--- src/rtl/bdtr_pkg.sv ---
// Package for the big-digit timer renderer: widths, register indexes,
// decimal weights and the big-digit glyph table. No dependencies.
package bdtr_pkg;

  localparam int unsigned MsW      = 17;
  localparam int unsigned ColW     = 7;
  localparam int unsigned RowW     = 2;
  localparam int unsigned CodeW    = 8;
  localparam int unsigned RegW     = 5;
  localparam int unsigned CfgIdxW  = 8;
  localparam int unsigned CfgDataW = 8;
  localparam int unsigned DigitW   = 4;

  localparam logic [CfgIdxW-1:0] RegColumnOffset = 8'd0;
  localparam logic [CfgIdxW-1:0] RegTensColumn   = 8'd1;
  localparam logic [CfgIdxW-1:0] RegOnesColumn   = 8'd2;
  localparam logic [CfgIdxW-1:0] RegTenthsColumn = 8'd3;

  localparam logic [RegW-1:0] ColumnOffsetRst = 5'd0;
  localparam logic [RegW-1:0] TensColumnRst   = 5'd0;
  localparam logic [RegW-1:0] OnesColumnRst   = 5'd4;
  localparam logic [RegW-1:0] TenthsColumnRst = 5'd9;

  localparam logic [MsW-1:0]    MsMax     = 17'd99999;
  localparam logic [DigitW-1:0] BlankMark = 4'd15;
  localparam logic [CodeW-1:0]  SpaceCode = 8'h20;

  typedef logic [DigitW-1:0] digit_t;

  // Decimal weights in ms for tens of seconds, seconds, tenths.
  function automatic logic [MsW-1:0] weight(input logic [1:0] k);
    case (k)
      2'd0:    weight = 17'd10000;
      2'd1:    weight = 17'd1000;
      default: weight = 17'd100;
    endcase
  endfunction

  localparam logic [CodeW-1:0] GLYPH [4][30] = '{
    '{8'h01,8'h02,8'h03, 8'hFE,8'h01,8'h02, 8'h01,8'h02,8'h03, 8'h01,8'h02,8'h03,
      8'h02,8'hFE,8'h02, 8'h02,8'h02,8'h02, 8'h01,8'h02,8'h03, 8'h02,8'h02,8'h02,
      8'h01,8'h02,8'h03, 8'h01,8'h02,8'h03},
    '{8'hFF,8'hFE,8'hFF, 8'hFE,8'hFE,8'hFF, 8'h01,8'h02,8'hFF, 8'hFE,8'h02,8'hFF,
      8'hFF,8'h02,8'hFF, 8'hFF,8'h02,8'h02, 8'hFF,8'h02,8'h03, 8'hFE,8'h01,8'h07,
      8'hFF,8'h02,8'hFF, 8'hFF,8'hFE,8'hFF},
    '{8'hFF,8'hFE,8'hFF, 8'hFE,8'hFE,8'hFF, 8'hFF,8'hFE,8'hFE, 8'hFE,8'hFE,8'hFF,
      8'hFE,8'hFE,8'hFF, 8'hFE,8'hFE,8'hFF, 8'hFF,8'hFE,8'hFF, 8'hFE,8'hFF,8'hFE,
      8'hFF,8'hFE,8'hFF, 8'h04,8'h06,8'hFF},
    '{8'h04,8'h06,8'h05, 8'hFE,8'hFE,8'h06, 8'h06,8'h06,8'h06, 8'h04,8'h06,8'h05,
      8'hFE,8'hFE,8'h06, 8'h04,8'h06,8'h05, 8'h04,8'h06,8'h05, 8'hFE,8'h06,8'hFE,
      8'h04,8'h06,8'h05, 8'hFE,8'hFE,8'h06}
  };

  function automatic logic [CodeW-1:0] glyph_code(input digit_t d, input logic [1:0] r,
                                                  input logic [1:0] c);
    logic [4:0] idx;
    idx = {d[3:0], 1'b0} + {1'b0, d} + {3'b000, c};
    if (d > 4'd9) begin
      glyph_code = SpaceCode;
    end else begin
      glyph_code = GLYPH[r][idx];
    end
  endfunction

endpackage

--- src/rtl/bdtr_in_if.sv ---
// Input channel of the big-digit timer renderer: one timer value a word.
// Depends on bdtr_pkg.
interface bdtr_in_if;
  logic                       valid;
  logic                       ready;
  logic [bdtr_pkg::MsW-1:0]   delay_ms;
  modport source (output valid, output delay_ms, input ready);
  modport sink   (input valid, input delay_ms, output ready);
endinterface

--- src/rtl/bdtr_out_if.sv ---
// Output channel of the big-digit timer renderer: one character write a word.
// Depends on bdtr_pkg.
interface bdtr_out_if;
  logic                        valid;
  logic                        ready;
  logic [bdtr_pkg::ColW-1:0]   column;
  logic [bdtr_pkg::RowW-1:0]   row;
  logic [bdtr_pkg::CodeW-1:0]  char_code;
  logic                        last;
  modport source (output valid, output column, output row, output char_code,
                  output last, input ready);
  modport sink   (input valid, input column, input row, input char_code,
                  input last, output ready);
endinterface

--- src/rtl/bdtr_cfg_if.sv ---
// Configuration write channel of the big-digit timer renderer.
// Depends on bdtr_pkg.
interface bdtr_cfg_if;
  logic                           valid;
  logic                           ready;
  logic [bdtr_pkg::CfgIdxW-1:0]   index;
  logic [bdtr_pkg::CfgDataW-1:0]  data;
  modport source (output valid, output index, output data, input ready);
  modport sink   (input valid, input index, input data, output ready);
endinterface

--- src/rtl/big_digit_timer_renderer_top.sv ---
// Big-digit timer renderer: ms timer value to big-digit character writes.
// Sequence: the word is loaded, then its digits are extracted by repeated subtract on
// the shared subtractor on 17-bit operands, then one write a cycle while the output
// is not stalled (12 per changed digit); unchanged digits are skipped. A new word is
// taken only in idle, once all writes for the last word have been issued.
// Reset: async active low; column registers to defaults, all digits shown as blank.
// Depends on bdtr_pkg, bdtr_in_if, bdtr_out_if, bdtr_cfg_if.
module big_digit_timer_renderer_top (
  input  logic        clk_i,
  input  logic        rst_ni,
  bdtr_in_if.sink     in_i,
  bdtr_cfg_if.sink    cfg_i,
  bdtr_out_if.source  out_o
);

  localparam logic [1:0] S_IDLE = 2'd0;
  localparam logic [1:0] S_DIV  = 2'd1;
  localparam logic [1:0] S_EMIT = 2'd2;

  logic [1:0] state_q, state_d;
  logic [bdtr_pkg::MsW-1:0] rem_q, rem_d;
  logic [1:0] k_q, k_d;
  bdtr_pkg::digit_t cnt_q, cnt_d;
  bdtr_pkg::digit_t want_q [3];
  bdtr_pkg::digit_t want_d [3];
  bdtr_pkg::digit_t shown_q [3];
  bdtr_pkg::digit_t shown_d [3];
  logic [2:0] diff_q, diff_d;
  logic [1:0] pos_q, pos_d;
  logic [1:0] row_q, row_d;
  logic [1:0] col_q, col_d;

  logic [bdtr_pkg::RegW-1:0] col_off_q, tens_col_q, ones_col_q, tenths_col_q;

  logic                          out_valid_q, out_valid_d;
  logic [bdtr_pkg::ColW-1:0]     out_col_q, out_col_d;
  logic [bdtr_pkg::RowW-1:0]     out_row_q, out_row_d;
  logic [bdtr_pkg::CodeW-1:0]    out_code_q, out_code_d;
  logic                          out_last_q, out_last_d;

  logic [bdtr_pkg::MsW:0]    sub;
  logic [bdtr_pkg::RegW-1:0] pos_col;
  logic                      can_load;
  logic [2:0]                diff_left;
  bdtr_pkg::digit_t          b0, b1, b2;

  assign in_i.ready  = (state_q == S_IDLE);
  assign cfg_i.ready = 1'b1;

  assign out_o.valid     = out_valid_q;
  assign out_o.column    = out_col_q;
  assign out_o.row       = out_row_q;
  assign out_o.char_code = out_code_q;
  assign out_o.last      = out_last_q;

  assign sub      = {1'b0, rem_q} - {1'b0, bdtr_pkg::weight(k_q)};
  assign can_load = !out_valid_q || out_o.ready;

  always_comb begin
    case (pos_q)
      2'd0:    pos_col = tens_col_q;
      2'd1:    pos_col = ones_col_q;
      default: pos_col = tenths_col_q;
    endcase
  end

  always_comb begin
    b0 = want_q[0];
    b1 = want_q[1];
    b2 = cnt_q;
    if (want_q[0] == 4'd0) begin
      b0 = bdtr_pkg::BlankMark;
      if (want_q[1] == 4'd0) begin
        b1 = bdtr_pkg::BlankMark;
      end
    end
  end

  always_comb begin
    diff_left = diff_q;
    diff_left[pos_q] = 1'b0;
  end

  always_comb begin
    state_d     = state_q;
    rem_d       = rem_q;
    k_d         = k_q;
    cnt_d       = cnt_q;
    want_d      = want_q;
    shown_d     = shown_q;
    diff_d      = diff_q;
    pos_d       = pos_q;
    row_d       = row_q;
    col_d       = col_q;
    out_valid_d = out_valid_q;
    out_col_d   = out_col_q;
    out_row_d   = out_row_q;
    out_code_d  = out_code_q;
    out_last_d  = out_last_q;

    if (out_valid_q && out_o.ready) begin
      out_valid_d = 1'b0;
    end

    case (state_q)
      S_IDLE: begin
        if (in_i.valid) begin
          rem_d   = (in_i.delay_ms > bdtr_pkg::MsMax) ? bdtr_pkg::MsMax : in_i.delay_ms;
          k_d     = 2'd0;
          cnt_d   = 4'd0;
          state_d = S_DIV;
        end
      end
      S_DIV: begin
        if (!sub[bdtr_pkg::MsW]) begin
          rem_d = sub[bdtr_pkg::MsW-1:0];
          cnt_d = cnt_q + 4'd1;
        end else if (k_q == 2'd2) begin
          want_d[0] = b0;
          want_d[1] = b1;
          want_d[2] = b2;
          diff_d    = {b2 != shown_q[2], b1 != shown_q[1], b0 != shown_q[0]};
          pos_d     = 2'd0;
          row_d     = 2'd0;
          col_d     = 2'd0;
          state_d   = S_EMIT;
        end else begin
          want_d[k_q] = cnt_q;
          k_d         = k_q + 2'd1;
          cnt_d       = 4'd0;
        end
      end
      S_EMIT: begin
        if (diff_q == 3'b000) begin
          state_d = S_IDLE;
        end else if (!diff_q[pos_q]) begin
          pos_d = pos_q + 2'd1;
        end else if (can_load) begin
          out_valid_d = 1'b1;
          out_col_d   = 7'(col_off_q) + 7'(pos_col) + 7'(col_q);
          out_row_d   = row_q;
          out_code_d  = bdtr_pkg::glyph_code(want_q[pos_q], row_q, col_q);
          out_last_d  = (row_q == 2'd3) && (col_q == 2'd2) && (diff_left == 3'b000);
          if (col_q == 2'd2) begin
            col_d = 2'd0;
            if (row_q == 2'd3) begin
              row_d          = 2'd0;
              diff_d         = diff_left;
              shown_d[pos_q] = want_q[pos_q];
              pos_d          = pos_q + 2'd1;
            end else begin
              row_d = row_q + 2'd1;
            end
          end else begin
            col_d = col_q + 2'd1;
          end
        end
      end
      default: state_d = S_IDLE;
    endcase
  end

  always_ff @(posedge clk_i or negedge rst_ni) begin
    if (!rst_ni) begin
      state_q      <= S_IDLE;
      out_valid_q  <= 1'b0;
      shown_q      <= '{bdtr_pkg::BlankMark, bdtr_pkg::BlankMark, bdtr_pkg::BlankMark};
      col_off_q    <= bdtr_pkg::ColumnOffsetRst;
      tens_col_q   <= bdtr_pkg::TensColumnRst;
      ones_col_q   <= bdtr_pkg::OnesColumnRst;
      tenths_col_q <= bdtr_pkg::TenthsColumnRst;
      diff_q       <= 3'b000;
      pos_q        <= 2'd0;
      row_q        <= 2'd0;
      col_q        <= 2'd0;
      k_q          <= 2'd0;
      cnt_q        <= 4'd0;
    end else begin
      state_q     <= state_d;
      out_valid_q <= out_valid_d;
      shown_q     <= shown_d;
      diff_q      <= diff_d;
      pos_q       <= pos_d;
      row_q       <= row_d;
      col_q       <= col_d;
      k_q         <= k_d;
      cnt_q       <= cnt_d;
      if (cfg_i.valid) begin
        case (cfg_i.index)
          bdtr_pkg::RegColumnOffset: col_off_q    <= cfg_i.data[bdtr_pkg::RegW-1:0];
          bdtr_pkg::RegTensColumn:   tens_col_q   <= cfg_i.data[bdtr_pkg::RegW-1:0];
          bdtr_pkg::RegOnesColumn:   ones_col_q   <= cfg_i.data[bdtr_pkg::RegW-1:0];
          bdtr_pkg::RegTenthsColumn: tenths_col_q <= cfg_i.data[bdtr_pkg::RegW-1:0];
          default: ;
        endcase
      end
    end
  end

  always_ff @(posedge clk_i) begin
    rem_q      <= rem_d;
    want_q     <= want_d;
    out_col_q  <= out_col_d;
    out_row_q  <= out_row_d;
    out_code_q <= out_code_d;
    out_last_q <= out_last_d;
  end

endmodule
--- src/flat_wrapper.sv ---
// flat-port wrapper written by rule: the top's interface ports become plain ports
module big_digit_timer_renderer_top_flat 
  (clk_i, rst_ni, in_i_valid, in_i_delay_ms, in_i_ready, cfg_i_valid, cfg_i_index, cfg_i_data, cfg_i_ready, out_o_valid, out_o_column, out_o_row, out_o_char_code, out_o_last, out_o_ready);
  bdtr_in_if in_i_i ();
  bdtr_cfg_if cfg_i_i ();
  bdtr_out_if out_o_i ();
  input  logic clk_i;
  input  logic rst_ni;
  input wire logic [$bits(in_i_i.valid)-1:0] in_i_valid;
  input wire logic [$bits(in_i_i.delay_ms)-1:0] in_i_delay_ms;
  output wire logic [$bits(in_i_i.ready)-1:0] in_i_ready;
  input wire logic [$bits(cfg_i_i.valid)-1:0] cfg_i_valid;
  input wire logic [$bits(cfg_i_i.index)-1:0] cfg_i_index;
  input wire logic [$bits(cfg_i_i.data)-1:0] cfg_i_data;
  output wire logic [$bits(cfg_i_i.ready)-1:0] cfg_i_ready;
  output wire logic [$bits(out_o_i.valid)-1:0] out_o_valid;
  output wire logic [$bits(out_o_i.column)-1:0] out_o_column;
  output wire logic [$bits(out_o_i.row)-1:0] out_o_row;
  output wire logic [$bits(out_o_i.char_code)-1:0] out_o_char_code;
  output wire logic [$bits(out_o_i.last)-1:0] out_o_last;
  input wire logic [$bits(out_o_i.ready)-1:0] out_o_ready;
  assign in_i_i.valid = in_i_valid;
  assign in_i_i.delay_ms = in_i_delay_ms;
  assign in_i_ready = in_i_i.ready;
  assign cfg_i_i.valid = cfg_i_valid;
  assign cfg_i_i.index = cfg_i_index;
  assign cfg_i_i.data = cfg_i_data;
  assign cfg_i_ready = cfg_i_i.ready;
  assign out_o_valid = out_o_i.valid;
  assign out_o_column = out_o_i.column;
  assign out_o_row = out_o_i.row;
  assign out_o_char_code = out_o_i.char_code;
  assign out_o_last = out_o_i.last;
  assign out_o_i.ready = out_o_ready;
  big_digit_timer_renderer_top u_core (.clk_i(clk_i), .rst_ni(rst_ni), .in_i(in_i_i), .cfg_i(cfg_i_i), .out_o(out_o_i));
endmodule
--- config.mk ---
export PLATFORM = sky130hd
export DESIGN_NAME = big_digit_timer_renderer_top_flat
export DESIGN_NICKNAME = d
export VERILOG_FILES = /design/src/rtl/bdtr_pkg.sv /design/src/rtl/bdtr_in_if.sv /design/src/rtl/bdtr_out_if.sv /design/src/rtl/bdtr_cfg_if.sv /design/src/rtl/big_digit_timer_renderer_top.sv /design/src/flat_wrapper.sv
export SDC_FILE = /design/constraint.sdc
export NUM_CORES = 1
export LEC_CHECK = 0
export ABC_AREA = 1
export ABC_CLOCK_PERIOD_IN_PS = 4700
export BUFFER_PORTS_ARGS = -buffer_cell sky130_fd_sc_hd__buf_4
export CORE_ASPECT_RATIO = 1.75
export CORE_MARGIN = 4
export CORE_UTILIZATION = 35
export CTS_CLUSTER_SIZE = 12
export DETAILED_ROUTE_END_ITERATION = 16
export GPL_TIMING_DRIVEN = 0
export PLACE_DENSITY = 0.5
export SYNTH_ARGS = -nofsm -noshare
export SYNTH_HDL_FRONTEND = slang
export SYNTH_SLANG_ARGS = --single-unit
--- constraint.sdc ---
create_clock -name clk_i -period 4.7 [get_ports clk_i]
set_input_delay 0 -clock clk_i [delete_from_list [all_inputs] [get_ports clk_i]]
set_output_delay 0 -clock clk_i [all_outputs]
set_load 0.005 [all_outputs]
==> run summary <==
The flow ran to the end, and the final reports show no timing, DRC or antenna violations. After clock tree synthesis, the setup repair step added 0 buffers. The die span in x was 109 um. Setup repair after global routing left no endpoint under its margin.

The final critical path takes up 89.0% of the cycle. The layout overhead on the synthesized area is 18.7%. The synthesized netlist net count is 906, and the number of library cell types mapped by synthesis is 46. Global routing consumed, on the met1 layer, 17.7% of the routing resources.

The most used flip-flop cell after synthesis is edfxtp_1. The fraction of met2 tracks used by global routing was 34.0%; the clock net sink count was 92. TritonCTS built the clock tree. The synthesized design contains 42 enable-type register cells. The number of max-slew violations in the final report is 0, and the placer congestion estimate is 0.962.

Static timing analysis puts the maximum clock frequency at 239 MHz. After routing, the total negative slack on setup checks comes to 0 ns. Setup violations remaining at the end of the flow were counted as 0. In this run the worst hold path is classified as input pin to flip-flop. Minimum clock period after layout: 4.18 ns. Of the post-synthesis cell area, the dominant cell type holds 20.0%. The highest net fanout along the worst path was 10; the H-tree depth was 3. Kind of critical path: flip-flop to flip-flop.

The initialized floorplan defines 64 standard-cell rows. The violation count after the first detailed-route iteration came out at 238. Detailed placement finished with a half-perimeter wire length of 13,100 um.

The global-route total usage across every layer is 17.5%, and the average routed wire per standard cell is 14.8 um. For the worst setup path, the data required time is 4.91 ns. For the post-cts resize count, the log shows 0. The clock passes through at most 2 buffers. By area the synthesized netlist is led by edfxtp_1 (20%), dfrtp_1 (14%), nand2_1 (13%). For the pin count of the biggest net entering global routing, the log shows 51. The library cell used most frequently in the layout, excluding fill and tap cells, is nand2_1. The initial antenna violation count is 0, and the count of pins on the block boundary is 59. The area of the mapped netlist was 0.00630 mm^2; the reported max-cap violation count was 0.

The run gives 0.35 ns as the clock insertion delay at the later pin of the skew report. The first detailed-routing pass ran for 5 iterations. The number of nets in the finished design was 987; the total routed wirelength was 16,800 um. 0 antenna diodes ended up in the layout. In this run, post-CTS hold repair placed 18 buffers. The total power density per cell area was 724 mW/mm^2. TritonCTS buffer count: 9.

In the final layout, the share of cells above drive strength 1 is 11.3%. The worst register-to-register path begins at u_core.pos_q[0]. The initial utilization of the core area, before any placement, comes to 35.8%. The worst setup path is captured at a flip-flop.

The first global-routing pass estimated 27,500 um of wire. The hold path startpoint was in_i_delay_ms[4]. The die is 186 um tall. Averaged over all synthesized cells, the footprint is 7.70 um^2. After synthesis, flip-flops and latches occupy 40.2% of the total area. Critical path startpoint: u_core.pos_q[0]. The die covers 0.0203 mm^2. Measured against its own limit, the worst slew margin works out to 49.2%. The count of nets left with antenna violations once routing finished came out at 0. Global routing's busiest layer: met2. The count of unresolved DRC violations after routing is 0, and the per-cell via count in the routed design is 4.88.

The pin slew with the least headroom to its limit is 0.754 ns. The tools report the startpoint type of the worst setup path as a flip-flop. The run gives 5,546 as the total via count after detailed routing. Clock root buffer master: clkbuf_16. Clock-pin slew was measured on the worst setup and hold paths at 0.07 ns. After technology mapping, the gate count stands at 819.

The number of storage elements in the synthesis netlist was 92; the fraction of synthesis flops using an asynchronous set or reset pin was 54.3%. On the final layout, the worst clock skew is 0.00921 ns. The final number of hold-violating endpoints was 0. In the layout the commonest cells are nand2_1 (220), inv_1 (114), o21ai_0 (93), nand3_1 (65), buf_4 (56).

The largest total area in the synthesized netlist belongs to edfxtp_1. The tools report the core box area as 0.0176 mm^2. Global routing consumed, on the met3 layer, 2.36% of the routing resources.

Port buffering added 52 buffers. For this design the static power due to leakage is 0.00359 uW. VDD sags by at most 0.000302 V. The design draws 5420 uW. For this run the aggregate overflow at the end of global routing stands at 0.

For the via count of the first global-routing pass, the log shows 5,582. The number of warnings issued by yosys was 0; the endpoint arrival time on the critical path was 4.39 ns.
-- state kept, by name (all words and copies together), names as in the netlist, 3 cells and up --
| signal | flops |
|---|---|
| u_core.rem_q | 15 |
| u_core.shown_q | 12 |
| u_core.want_q | 12 |
| u_core.out_o.column | 7 |
| u_core.col_off_q | 5 |
| u_core.ones_col_q | 5 |
| u_core.out_o.char_code | 5 |
| u_core.tens_col_q | 5 |
| u_core.tenths_col_q | 5 |
| u_core.b2 | 4 |
| u_core.diff_q | 3 |
-- final cells by class --
type	instances	area, um^2
Sequential cell	92	2530
Timing Repair Buffer	70	571
Buffer	20	92.6
Multi-Input combinational cell	592	3250
Fill cell	1861	10100
Inverter	115	432
Clock buffer	9	225
Clock inverter	7	91.3
Tap cell	231	289
-- power by group --
group	switching, uW	leakage, uW	internal, uW	total, uW
clock network	354	0.000151	426	780
registers	141	0.00102	1130	1270
logic	2250	0.00242	1110	3360
-- routing by layer --
| metal | wire [um] | vias to the layer above |
|---|---|---|
| met2 | 9410 | 101 |
| met5 | 0 | - |
| met1 | 6320 | 2534 |
| met4 | 616 | 0 |
| met3 | 447 | 36 |
| li1 | - | 2875 |
-- worst max-delay path, stage by stage, from the launching register on --
cell and delay [ns]:
dfrtp_1 0.55, inv_2 0.17, nand2_1 0.17, inv_1 0.10
a32oi_1 0.28, inv_1 0.23, fa_1 0.50, ha_1 0.24
fa_1 0.55, inv_1 0.16, clkbuf_1 0.39, o21ai_0 0.15
o21ai_0 0.29, o21ai_0 0.12, nor2_1 0.15
-- synth_stat cells, drive strengths merged, types with 6 or more instances --
cell type / instances
ha: 44
xor2: 14
dfrtp: 35
nand3: 65
dfstp: 15
a31oi: 6
edfxtp: 42
nand2: 221
xnor2: 6
a21oi: 39
buf: 7
nor2: 49
o21ai: 97
nor3: 9
clkbuf: 13
inv: 115
-- worst paths after layout --
path / slack, ns / end / cells past startpoint
max reg2reg: 0.52 / u_core.out_o.char_code[2] / 14
max in group asynchronous: 4.00 / u_core.col_off_q[4] / 2
min reg2reg: 0.48 / u_core.shown_q[2] / 2
min in group asynchronous: 0.23 / u_core.b2[3] / 2
min: 0.01 / u_core.rem_q[4] / 5
max: 0.52 / u_core.out_o.char_code[2] / 14
-- cells by family (layout without fill, tap and decap cells) --
kind of cell / after synthesis / count (layout) / synth area share (%)
and+or+nand+nor: 357 / 357 / 24.0
DFF: 92 / 92 / 40.2
AOI/OAI and AO/OA: 165 / 165 / 14.4
xor gates and xnor gates: 20 / 20 / 2.78
other: 1 / 1 / 0.0595
adders and majority gates: 49 / 49 / 10.3
buffers and inverters: 135 / 221 / 8.32
-- through the flow --
| step | hold WS, ns | utilization, % | cells | worst slack (ns) | instance area [um^2] |
|---|---|---|---|---|---|
| 4_1_cts | 0.000601 | 42.5 | 1136 | 0.498 | 7480 |
| 3_5_place_dp | 0.0948 | 39.6 | 1102 | 0.540 | 6980 |
| 6_report | 0.0118 | 42.5 | 1136 | 0.518 | 7480 |
| 5_1_grt | 0.0495 | 42.5 | 1136 | 0.188 | 7480 |
| 2_1_floorplan | -0.296 | - | 819 | 1.37 | 6300 |
| 3_3_place_gp | 0.0907 | 39.6 | 1102 | 0.480 | 6980 |
No activity file was read; power rests on OpenSTA's default activity.
